===== src/assert_macros.svh =====
// ---------------------------------------------------------------------------
// Assertion macros
// Clocked implication checks shared by the RTL, reset-qualified.
// ---------------------------------------------------------------------------
`ifndef ASSERT_MACROS_SVH
`define ASSERT_MACROS_SVH

// Consequent checked in the same cycle as the antecedent
`define ASSERT_SAME(label, clk_sig, rst_sig, ante, cons, msg) \
    label: assert property (@(posedge clk_sig) disable iff (!rst_sig) \
        (ante) |-> (cons)) else $error(msg);

// Consequent checked in the cycle after the antecedent
`define ASSERT_NEXT(label, clk_sig, rst_sig, ante, cons, msg) \
    label: assert property (@(posedge clk_sig) disable iff (!rst_sig) \
        (ante) |=> (cons)) else $error(msg);

`endif


===== src/ffa_pkg.sv =====
// ---------------------------------------------------------------------------
// ffa_pkg
// Types, widths and feature codes of the flow feature aggregator.
// ---------------------------------------------------------------------------
package ffa_pkg;

    localparam int MEAN_IN_W   = 24;
    localparam int MEAN_SUM_W  = 40;
    localparam int PKT_IN_W    = 32;
    localparam int PKT_TOT_W   = 48;
    localparam int BYTE_IN_W   = 40;
    localparam int BYTE_TOT_W  = 56;
    localparam int DUR_IN_W    = 32;
    localparam int DUR_TOT_W   = 48;
    localparam int ACK_IN_W    = 32;
    localparam int ACK_TOT_W   = 48;
    localparam int CODE_W      = 4;
    localparam int VALUE_W     = 64;
    localparam int BYTE_SUM_W  = BYTE_TOT_W + 1;
    localparam int PKT_SUM_W   = PKT_TOT_W + 1;
    localparam int QUOT_EXT_W  = 80;

    localparam logic [CODE_W-1:0] FEAT_MAX       = 4'd0;
    localparam logic [CODE_W-1:0] FEAT_MIN       = 4'd1;
    localparam logic [CODE_W-1:0] FEAT_MEAN      = 4'd2;
    localparam logic [CODE_W-1:0] FEAT_FWD_MEAN  = 4'd3;
    localparam logic [CODE_W-1:0] FEAT_BWD_MEAN  = 4'd4;
    localparam logic [CODE_W-1:0] FEAT_DURATION  = 4'd5;
    localparam logic [CODE_W-1:0] FEAT_FWD_PKTS  = 4'd6;
    localparam logic [CODE_W-1:0] FEAT_BWD_PKTS  = 4'd7;
    localparam logic [CODE_W-1:0] FEAT_FWD_BYTES = 4'd8;
    localparam logic [CODE_W-1:0] FEAT_BWD_BYTES = 4'd9;
    localparam logic [CODE_W-1:0] FEAT_BYTE_RATE = 4'd10;
    localparam logic [CODE_W-1:0] FEAT_PKT_RATE  = 4'd11;
    localparam logic [CODE_W-1:0] FEAT_ACK       = 4'd12;

    typedef enum logic [2:0] {
        S_IDLE = 3'b001,
        S_EMIT = 3'b010,
        S_DIV  = 3'b100
    } state_t;

    typedef struct packed {
        logic busy;
        logic done;
    } div_status_t;

    function automatic logic needs_divide(input logic [CODE_W-1:0] code);
        logic result;
        unique case (code)
            FEAT_MEAN, FEAT_FWD_MEAN, FEAT_BWD_MEAN,
            FEAT_BYTE_RATE, FEAT_PKT_RATE: result = 1'b1;
            default:                       result = 1'b0;
        endcase
        return result;
    endfunction

endpackage


===== src/ffa_divider.sv =====
// ---------------------------------------------------------------------------
// ffa_divider
// Restoring radix-2 divider, one quotient bit per cycle.
// ---------------------------------------------------------------------------
`include "assert_macros.svh"

module ffa_divider #(
    parameter int DIVIDEND_W = 65,
    parameter int DIVISOR_W  = 48
) (
    input  logic                    clk,
    input  logic                    rst_n,
    input  logic                    start,
    input  logic [DIVIDEND_W-1:0]   dividend,
    input  logic [DIVISOR_W-1:0]    divisor,
    output logic [DIVIDEND_W-1:0]   quotient,
    output ffa_pkg::div_status_t    status
);

    localparam int STEP_W = $clog2(DIVIDEND_W + 1);

    logic [DIVIDEND_W-1:0] quo_reg, quo_next;
    logic [DIVISOR_W-1:0]  rem_reg, rem_next;
    logic [DIVISOR_W-1:0]  dsr_reg, dsr_next;
    logic [STEP_W-1:0]     step_reg, step_next;
    logic                  busy_reg, busy_next;
    logic                  done_reg, done_next;
    logic [DIVISOR_W:0]    trial;
    logic                  fits;

    assign trial = {rem_reg, quo_reg[DIVIDEND_W-1]};
    assign fits  = trial >= {1'b0, dsr_reg};

    always_comb
    begin
        quo_next  = quo_reg;
        rem_next  = rem_reg;
        dsr_next  = dsr_reg;
        step_next = step_reg;
        busy_next = busy_reg;
        done_next = 1'b0;
        if (start)
        begin
            quo_next  = dividend;
            rem_next  = '0;
            dsr_next  = divisor;
            step_next = STEP_W'(DIVIDEND_W);
            busy_next = 1'b1;
        end
        else if (busy_reg)
        begin
            if (fits)
            begin
                rem_next = DIVISOR_W'(trial - {1'b0, dsr_reg});
            end
            else
            begin
                rem_next = trial[DIVISOR_W-1:0];
            end
            quo_next  = {quo_reg[DIVIDEND_W-2:0], fits};
            step_next = step_reg - STEP_W'(1);
            if (step_reg == STEP_W'(1))
            begin
                busy_next = 1'b0;
                done_next = 1'b1;
            end
        end
    end

    always_ff @(posedge clk or negedge rst_n)
    begin
        if (!rst_n)
        begin
            step_reg <= '0;
            busy_reg <= 1'b0;
            done_reg <= 1'b0;
        end
        else
        begin
            step_reg <= step_next;
            busy_reg <= busy_next;
            done_reg <= done_next;
        end
    end

    always_ff @(posedge clk)
    begin
        quo_reg <= quo_next;
        rem_reg <= rem_next;
        dsr_reg <= dsr_next;
    end

    assign quotient    = quo_reg;
    assign status.busy = busy_reg;
    assign status.done = done_reg;

    `ASSERT_NEXT(a_start_busy, clk, rst_n, start, busy_reg, "divider did not start")
    `ASSERT_SAME(a_done_idle, clk, rst_n, done_reg, !busy_reg && step_reg == '0,
                 "divider done while stepping")

endmodule


===== src/flow_feature_aggregator.sv =====
// ---------------------------------------------------------------------------
// flow_feature_aggregator
// Folds per-flow statistic records into running aggregates and emits
// 13 features (code/value pairs) on the record marked last.
// ---------------------------------------------------------------------------
// Usage:
//   Input channel in_valid/in_ready carries one record per item. A record
//   without last_record is folded in when accepted; in_ready stays high, so
//   such records stream at one per cycle.
//   A record with last_record is folded, then in_ready drops while the 13
//   features go out on out_valid/out_ready in code order 0..12, with
//   last_feature set on code 12. Means and rates come from one shared
//   restoring divider that yields one quotient bit per cycle; each of the
//   five divisions yields a quotient of 57 + FRACTION_BITS bits.
//   A stalled receiver holds the result in the output register and stalls
//   the sequence; the record aggregates clear when code 12 is loaded, and
//   in_ready returns while that final item may still wait.
//   Reset clears the aggregates (minimum to all ones) and empties the
//   output register.
// ---------------------------------------------------------------------------
`include "assert_macros.svh"

module flow_feature_aggregator #(
    parameter int MAX_RECORDS   = 65536,
    parameter int LENGTH_BITS   = 16,
    parameter int FRACTION_BITS = 8
) (
    input  logic                                clk,
    input  logic                                rst_n,
    input  logic                                in_valid,
    output logic                                in_ready,
    input  logic [LENGTH_BITS-1:0]              largest_length,
    input  logic [LENGTH_BITS-1:0]              smallest_length,
    input  logic [ffa_pkg::MEAN_IN_W-1:0]       mean_length,
    input  logic [ffa_pkg::MEAN_IN_W-1:0]       forward_mean_length,
    input  logic [ffa_pkg::MEAN_IN_W-1:0]       backward_mean_length,
    input  logic [ffa_pkg::PKT_IN_W-1:0]        forward_packets,
    input  logic [ffa_pkg::PKT_IN_W-1:0]        backward_packets,
    input  logic [ffa_pkg::BYTE_IN_W-1:0]       forward_bytes,
    input  logic [ffa_pkg::BYTE_IN_W-1:0]       backward_bytes,
    input  logic [ffa_pkg::DUR_IN_W-1:0]        duration,
    input  logic [ffa_pkg::ACK_IN_W-1:0]        ack_packets,
    input  logic                                last_record,
    output logic                                out_valid,
    input  logic                                out_ready,
    output logic [ffa_pkg::CODE_W-1:0]          feature_code,
    output logic [ffa_pkg::VALUE_W-1:0]         feature_value,
    output logic                                last_feature
);

    localparam int CNT_W = $clog2(MAX_RECORDS + 1);
    localparam int DIV_W = ffa_pkg::BYTE_SUM_W + FRACTION_BITS;

    ffa_pkg::state_t state_reg, state_next;
    logic [ffa_pkg::CODE_W-1:0] code_reg, code_next;

    logic [CNT_W-1:0]                  count_reg, count_next;
    logic [LENGTH_BITS-1:0]            max_reg, max_next;
    logic [LENGTH_BITS-1:0]            min_reg, min_next;
    logic [ffa_pkg::MEAN_SUM_W-1:0]    mean_sum_reg, mean_sum_next;
    logic [ffa_pkg::MEAN_SUM_W-1:0]    fmean_sum_reg, fmean_sum_next;
    logic [ffa_pkg::MEAN_SUM_W-1:0]    bmean_sum_reg, bmean_sum_next;
    logic [ffa_pkg::PKT_TOT_W-1:0]     fpkt_reg, fpkt_next;
    logic [ffa_pkg::PKT_TOT_W-1:0]     bpkt_reg, bpkt_next;
    logic [ffa_pkg::BYTE_TOT_W-1:0]    fbyte_reg, fbyte_next;
    logic [ffa_pkg::BYTE_TOT_W-1:0]    bbyte_reg, bbyte_next;
    logic [ffa_pkg::DUR_TOT_W-1:0]     dur_reg, dur_next;
    logic [ffa_pkg::ACK_TOT_W-1:0]     ack_reg, ack_next;

    logic [ffa_pkg::VALUE_W-1:0] div_value_reg, div_value_next;

    logic                        out_valid_reg, out_valid_next;
    logic [ffa_pkg::CODE_W-1:0]  out_code_reg, out_code_next;
    logic [ffa_pkg::VALUE_W-1:0] out_value_reg, out_value_next;
    logic                        out_last_reg, out_last_next;

    logic                        accept;
    logic                        load_out;
    logic                        final_load;
    logic [ffa_pkg::CODE_W-1:0]  code_inc;
    logic                        div_start;
    logic [DIV_W-1:0]            div_dividend;
    logic [ffa_pkg::DUR_TOT_W-1:0] div_divisor;
    logic [DIV_W-1:0]            div_quotient;
    ffa_pkg::div_status_t        div_status;
    logic [ffa_pkg::QUOT_EXT_W-1:0] quot_ext;
    logic [ffa_pkg::BYTE_SUM_W-1:0] byte_sum;
    logic [ffa_pkg::PKT_SUM_W-1:0]  pkt_sum;
    logic [ffa_pkg::VALUE_W-1:0]    feat_value;

    assign in_ready   = (state_reg == ffa_pkg::S_IDLE);
    assign accept     = in_valid && in_ready;
    assign load_out   = (state_reg == ffa_pkg::S_EMIT) && (!out_valid_reg || out_ready);
    assign final_load = load_out && (code_reg == ffa_pkg::FEAT_ACK);
    assign code_inc   = code_reg + ffa_pkg::CODE_W'(1);
    assign div_start  = load_out && !final_load && ffa_pkg::needs_divide(code_inc);

    assign byte_sum = {1'b0, fbyte_reg} + {1'b0, bbyte_reg};
    assign pkt_sum  = {1'b0, fpkt_reg} + {1'b0, bpkt_reg};
    assign quot_ext = ffa_pkg::QUOT_EXT_W'(div_quotient);

    always_comb
    begin
        div_dividend = DIV_W'(mean_sum_reg);
        div_divisor  = ffa_pkg::DUR_TOT_W'(count_reg);
        unique case (code_inc)
            ffa_pkg::FEAT_FWD_MEAN: div_dividend = DIV_W'(fmean_sum_reg);
            ffa_pkg::FEAT_BWD_MEAN: div_dividend = DIV_W'(bmean_sum_reg);
            ffa_pkg::FEAT_BYTE_RATE:
            begin
                div_dividend = DIV_W'(byte_sum) << FRACTION_BITS;
                div_divisor  = dur_reg;
            end
            ffa_pkg::FEAT_PKT_RATE:
            begin
                div_dividend = DIV_W'(pkt_sum) << FRACTION_BITS;
                div_divisor  = dur_reg;
            end
            default: ;
        endcase
    end

    always_comb
    begin
        unique case (code_reg)
            ffa_pkg::FEAT_MAX:       feat_value = ffa_pkg::VALUE_W'(max_reg);
            ffa_pkg::FEAT_MIN:       feat_value = ffa_pkg::VALUE_W'(min_reg);
            ffa_pkg::FEAT_DURATION:  feat_value = ffa_pkg::VALUE_W'(dur_reg);
            ffa_pkg::FEAT_FWD_PKTS:  feat_value = ffa_pkg::VALUE_W'(fpkt_reg);
            ffa_pkg::FEAT_BWD_PKTS:  feat_value = ffa_pkg::VALUE_W'(bpkt_reg);
            ffa_pkg::FEAT_FWD_BYTES: feat_value = ffa_pkg::VALUE_W'(fbyte_reg);
            ffa_pkg::FEAT_BWD_BYTES: feat_value = ffa_pkg::VALUE_W'(bbyte_reg);
            ffa_pkg::FEAT_ACK:       feat_value = ffa_pkg::VALUE_W'(ack_reg);
            default:                 feat_value = div_value_reg;
        endcase
    end

    always_comb
    begin
        state_next     = state_reg;
        code_next      = code_reg;
        div_value_next = div_value_reg;
        unique case (state_reg)
            ffa_pkg::S_IDLE:
            begin
                if (accept && last_record)
                begin
                    code_next  = ffa_pkg::FEAT_MAX;
                    state_next = ffa_pkg::S_EMIT;
                end
            end
            ffa_pkg::S_EMIT:
            begin
                if (final_load)
                begin
                    state_next = ffa_pkg::S_IDLE;
                end
                else if (load_out)
                begin
                    code_next = code_inc;
                    if (div_start)
                    begin
                        state_next = ffa_pkg::S_DIV;
                    end
                end
            end
            ffa_pkg::S_DIV:
            begin
                if (div_status.done)
                begin
                    priority if ((code_reg == ffa_pkg::FEAT_BYTE_RATE
                                  || code_reg == ffa_pkg::FEAT_PKT_RATE)
                                 && (dur_reg == '0
                                     || quot_ext[ffa_pkg::QUOT_EXT_W-1:ffa_pkg::VALUE_W] != '0))
                    begin
                        div_value_next = '1;
                    end
                    else
                    begin
                        div_value_next = quot_ext[ffa_pkg::VALUE_W-1:0];
                    end
                    state_next = ffa_pkg::S_EMIT;
                end
            end
            default: state_next = ffa_pkg::S_IDLE;
        endcase
    end

    always_comb
    begin
        count_next     = count_reg;
        max_next       = max_reg;
        min_next       = min_reg;
        mean_sum_next  = mean_sum_reg;
        fmean_sum_next = fmean_sum_reg;
        bmean_sum_next = bmean_sum_reg;
        fpkt_next      = fpkt_reg;
        bpkt_next      = bpkt_reg;
        fbyte_next     = fbyte_reg;
        bbyte_next     = bbyte_reg;
        dur_next       = dur_reg;
        ack_next       = ack_reg;
        if (accept)
        begin
            if (count_reg != CNT_W'(MAX_RECORDS))
            begin
                count_next = count_reg + CNT_W'(1);
            end
            if (largest_length > max_reg)
            begin
                max_next = largest_length;
            end
            if (smallest_length < min_reg)
            begin
                min_next = smallest_length;
            end
            mean_sum_next  = mean_sum_reg + ffa_pkg::MEAN_SUM_W'(mean_length);
            fmean_sum_next = fmean_sum_reg + ffa_pkg::MEAN_SUM_W'(forward_mean_length);
            bmean_sum_next = bmean_sum_reg + ffa_pkg::MEAN_SUM_W'(backward_mean_length);
            fpkt_next      = fpkt_reg + ffa_pkg::PKT_TOT_W'(forward_packets);
            bpkt_next      = bpkt_reg + ffa_pkg::PKT_TOT_W'(backward_packets);
            fbyte_next     = fbyte_reg + ffa_pkg::BYTE_TOT_W'(forward_bytes);
            bbyte_next     = bbyte_reg + ffa_pkg::BYTE_TOT_W'(backward_bytes);
            dur_next       = dur_reg + ffa_pkg::DUR_TOT_W'(duration);
            ack_next       = ack_reg + ffa_pkg::ACK_TOT_W'(ack_packets);
        end
        else if (final_load)
        begin
            count_next     = '0;
            max_next       = '0;
            min_next       = '1;
            mean_sum_next  = '0;
            fmean_sum_next = '0;
            bmean_sum_next = '0;
            fpkt_next      = '0;
            bpkt_next      = '0;
            fbyte_next     = '0;
            bbyte_next     = '0;
            dur_next       = '0;
            ack_next       = '0;
        end
    end

    always_comb
    begin
        out_valid_next = out_valid_reg;
        out_code_next  = out_code_reg;
        out_value_next = out_value_reg;
        out_last_next  = out_last_reg;
        priority if (load_out)
        begin
            out_valid_next = 1'b1;
            out_code_next  = code_reg;
            out_value_next = feat_value;
            out_last_next  = (code_reg == ffa_pkg::FEAT_ACK);
        end
        else
        begin
            out_valid_next = out_valid_reg && !out_ready;
        end
    end

    always_ff @(posedge clk or negedge rst_n)
    begin
        if (!rst_n)
        begin
            state_reg     <= ffa_pkg::S_IDLE;
            code_reg      <= ffa_pkg::FEAT_MAX;
            out_valid_reg <= 1'b0;
            count_reg     <= '0;
            max_reg       <= '0;
            min_reg       <= '1;
            mean_sum_reg  <= '0;
            fmean_sum_reg <= '0;
            bmean_sum_reg <= '0;
            fpkt_reg      <= '0;
            bpkt_reg      <= '0;
            fbyte_reg     <= '0;
            bbyte_reg     <= '0;
            dur_reg       <= '0;
            ack_reg       <= '0;
        end
        else
        begin
            state_reg     <= state_next;
            code_reg      <= code_next;
            out_valid_reg <= out_valid_next;
            count_reg     <= count_next;
            max_reg       <= max_next;
            min_reg       <= min_next;
            mean_sum_reg  <= mean_sum_next;
            fmean_sum_reg <= fmean_sum_next;
            bmean_sum_reg <= bmean_sum_next;
            fpkt_reg      <= fpkt_next;
            bpkt_reg      <= bpkt_next;
            fbyte_reg     <= fbyte_next;
            bbyte_reg     <= bbyte_next;
            dur_reg       <= dur_next;
            ack_reg       <= ack_next;
        end
    end

    always_ff @(posedge clk)
    begin
        div_value_reg <= div_value_next;
        out_code_reg  <= out_code_next;
        out_value_reg <= out_value_next;
        out_last_reg  <= out_last_next;
    end

    ffa_divider #(
        .DIVIDEND_W (DIV_W),
        .DIVISOR_W  (ffa_pkg::DUR_TOT_W)
    ) u_divider (
        .clk      (clk),
        .rst_n    (rst_n),
        .start    (div_start),
        .dividend (div_dividend),
        .divisor  (div_divisor),
        .quotient (div_quotient),
        .status   (div_status)
    );

    assign out_valid     = out_valid_reg;
    assign feature_code  = out_code_reg;
    assign feature_value = out_value_reg;
    assign last_feature  = out_last_reg;

    `ASSERT_SAME(a_last_is_ack, clk, rst_n, out_valid_reg && out_last_reg,
                 out_code_reg == ffa_pkg::FEAT_ACK, "last feature on wrong code")
    `ASSERT_SAME(a_div_running, clk, rst_n, state_reg == ffa_pkg::S_DIV,
                 div_status.busy || div_status.done, "waiting on idle divider")
    `ASSERT_SAME(a_start_free, clk, rst_n, div_start, !div_status.busy,
                 "divider started while busy")
    `ASSERT_NEXT(a_clear_after_set, clk, rst_n, final_load,
                 count_reg == '0 && in_ready, "aggregates not cleared after set")

endmodule

===== config.mk =====
export PLATFORM = sky130hd
export DESIGN_NAME = flow_feature_aggregator
export DESIGN_NICKNAME = d
export VERILOG_FILES = /design/src/ffa_pkg.sv /design/src/ffa_divider.sv /design/src/flow_feature_aggregator.sv
export VERILOG_INCLUDE_DIRS = /design/src /design/src/src
export SDC_FILE = /design/constraint.sdc
export NUM_CORES = 2
export LEC_CHECK = 0
export BUFFER_PORTS_ARGS = -buffer_cell sky130_fd_sc_hd__buf_2
export CAP_MARGIN = 10
export CORE_UTILIZATION = 40
export DETAILED_ROUTE_END_ITERATION = 7
export PLACE_DENSITY = 0.55
export SLEW_MARGIN = 0
export SYNTH_ARGS = -nofsm -noshare
export SYNTH_HDL_FRONTEND = slang
export SYNTH_SLANG_ARGS = --single-unit

===== constraint.sdc =====
create_clock -name clk -period 7.4 [get_ports clk]
set_input_delay 0.74 -clock clk [delete_from_list [all_inputs] [get_ports clk]]
set_output_delay 0.74 -clock clk [all_outputs]
set_load 0.02 [all_outputs]

==> metrics.yaml <==
die:
  chipWidth_um: 379
  ios: 388
  die_height_um: 379
  row_count: 138
  floorplan.die_area_um2: 144000
  floorplan.initialDensity_pct: 40.2
  design.core.area_um2: 141000
logic_synthesis:
  synth_area_per_cell_um2: 8.89
  synth_seq_area_share_pct: 36.3
  synthMostInstantiatedCell: "sky130_fd_sc_hd__nand2_1"
  synth-async-reset-ratio_pct: 62.5
  synth-main-ff-cell: "sky130_fd_sc_hd__dfrtp_1"
  ys_seq_elements: 784
  synth_top_cell_by_area: "sky130_fd_sc_hd__dfrtp_1"
  ys_types: 89
  synth_edf_count: 246
  synthesis.yosys.warnings: 0
  netlist_top_cells_area: "sky130_fd_sc_hd__dfrtp_1 (21%), sky130_fd_sc_hd__edfxtp_1 (13%), sky130_fd_sc_hd__ha_1 (10%)"
  synth_nets: 7201
  synth_area_um2: 56900
  post_synth_most_frequent_cells: "sky130_fd_sc_hd__nand2_1 (691), sky130_fd_sc_hd__o21ai_0 (581), sky130_fd_sc_hd__dfrtp_1 (473), sky130_fd_sc_hd__ha_1 (473), sky130_fd_sc_hd__a21oi_1 (420)"
  yosysTopAreaCellShare_pct: 20.8
  synthCells: 6399
setup_path:
  crit_path_start_kind: "flop"
  critical_path_buf_inv_count: 1
  slowest_delay_ns: 0.77
  critPathCaptureType: "flop"
  criticalPathCategory: "reg2reg"
  startpoint_of_the_most_critical_register_to_register_path: "code_reg[0]"
  worst_path_max_delay_cell: "sky130_fd_sc_hd__o21ba_2"
  cp.required_ns: 7.88
  path_max_fanout: 33
  cp_top_family: "compound AO/OA/AOI/OAI gates"
  crit_path_cell_trace: "ha_1 > or2_2 > o21ai_0 > a22oi_1 > nor2b_2 > buf_4 > nor2_1 > o21ba_2 > nor2_1 > nand2_1 > o21ai_0 > a211o_1"
  critPathArrivalTime_ns: 5.57
  critical_path.startpoint: "code_reg[0]"
grt:
  grt_antenna_before_repair: 19
  grt.total_usage_pct: 30.3
  grt_overflow_total: 0
  grt_start_max_net_pins: 159
  global_route_wire_length_before_repair_um: 324000
  grt_pass1_vias: 49544
pwr:
  share_comb_of_total_power_pct: 54.7
  vdd_drop_max_uv: 205
  p_sw_mw: 14.0
  static-leakage-power_nw: 29.0
  internal_dissipation_mw: 15.2
  power.density_nw_per_um2: 457
  seq_power_share_pct: 28.7
  power.switching_fraction_pct: 48.0
  power_frac_clock_pct: 16.6
timing:
  rsz0062_at_grt: "no"
  tightestPinTransition_ns: 1.20
  setup_tns_ns: 0
  final.setup_skew_ns: 0.0431
  timing.final.hold_violations: 0
  finalSetupViolations: 0
  finalCritPeriodShare_pct: 68.9
  achievable-frequency_mhz: 196
  maxSlewHeadroom_pct: 19.3
  final-max-slew-violation-count: 0
  period_minus_slack_ns: 5.10
routing:
  final_ant_viol_nets: 0
  detail_route.wirelength_um: 222000
  drc: 0
  vias: 52334
  drt_iter0_drc: 5693
  wire_per_inst_um: 25.8
  drtPass1Iterations: 8
  vias_per_cell: 6.08
clocking:
  root_buffer: "sky130_fd_sc_hd__clkbuf_16"
  cts_buffers: 97
  cts_post_setup_buffers_inserted: 0
  clkLatencyLatePin_ns: 0.73
  clkSinkCount: 784
  cts_tree: "built"
  cts-hold-fix-buffers: 1
  cts.repair.resized: 0
  clk_pin_slew_worst_paths_ns: 0.06
  ctsLongestPathBuffers: 3
  cts_max_level: 3
finish:
  number_of_flip_flops_in_the_largest_register: 65
  nNetsFinal: 7438
  final-instance-count-excl-fill: 8613
  drive_above_1_share_pct: 10.4
  synthToLayoutAreaGrowth_pct: 12.2
  fillers: 13826
placed_design:
  placement.io_buffers: 387
  dp.cells: 8426
  dp_hpwl_um: 171000
  place_congestion: 0.980
outcome:
  run_status: "finished, final reports clean"
hold_path:
  min-delay-path-class: "in2reg"
  worstHoldStart: "smallest_length[9]"
job:
  timing.max_cap.violations: 0
[placed cells by master, fill, tap and decap left out, drive strengths merged, types with 48 or more instances in the layout]
cell	instances
a21o	311
a21oi	420
a22oi	144
a31oi	65
and2	70
and3	84
buf	448
clkbuf	151
dfrtp	473
dfxtp	48
edfxtp	246
ha	473
inv	226
mux2i	91
nand2	691
nand2b	148
nand3	267
nand4	137
nor2	276
nor2b	76
nor3	57
o211ai	89
o21a	64
o21ai	586
o21bai	53
o31ai	76
xnor2	196
xor2	190
[per-layer routing]
metal | global-route usage [%] | share of wire [%] | vias to the layer above
met2 | 46.5 | 44 | 2070
met5 | 0 | 0.0077 | -
met4 | 10.7 | 3.5 | 4
met1 | 43.2 | 45 | 25644
met3 | 4.35 | 7.7 | 281
li1 | - | - | 24335
[kinds of logic after synthesis]
logic type	synth area share [%]
buffers and inverters	3.53
muxes	1.90
adders and majority gates	10.8
xor gates and xnor gates	5.94
DFF	36.3
AOI/OAI and AO/OA	25.1
and+or+nand+nor	16.4
[cell type report]
class,count,area (um^2),share of cell area (%)
Tap cell,1890,2360,3.70
Inverter,222,836,1.31
Sequential cell,784,20600,32.3
Clock buffer,151,2900,4.54
Antenna cell,2,5.00,0.00784
Clock inverter,33,292,0.456
Multi-Input combinational cell,5082,34400,53.8
Timing Repair Buffer,449,2450,3.84
[metrics by stage]
stage / utilization (%) / hold slack (ns) / total power [mW] / setup WS, ns / area [um^2]
final: 45.2 / 0.269 / 29.2 / 2.30 / 63900
after detailed placement: 42.9 / 0.468 / 24.0 / 2.06 / 60700
after global routing: 45.2 / 0.272 / 31.1 / 1.95 / 63900
after global placement: 42.9 / 0.469 / 23.9 / 2.10 / 60700
after floorplan: - / 0.444 / 18.7 / 1.04 / 56900
after CTS: 45.2 / 0.224 / 29.0 / 2.39 / 63900
[worst paths after layout]
check / endpoint / slack (ns) / depth (start not counted)
worst max-delay path: u_divider.quotient[53] / 2.30 / 12
worst min-delay path: min_reg[9] / 0.27 / 2
worst max register to register: u_divider.quotient[53] / 2.30 / 12
worst min register to register: u_divider.rem_reg[47] / 0.48 / 2
max in group asynchronous: dur_reg[17] / 5.24 / 3
min in group asynchronous: fpkt_reg[45] / 0.58 / 2
[power groups by stage]
stage / Sequential (mW) / Combinational, mW / Clock [mW]
floorplan: 7.19 / 11.5 / 0
global placement: 8.36 / 15.5 / 0
detailed placement: 8.36 / 15.6 / 0
CTS: 8.30 / 15.7 / 4.93
global route: 8.47 / 17.6 / 5.08
finish: 8.38 / 16.0 / 4.85
Power figures use the tool's default switching activity.
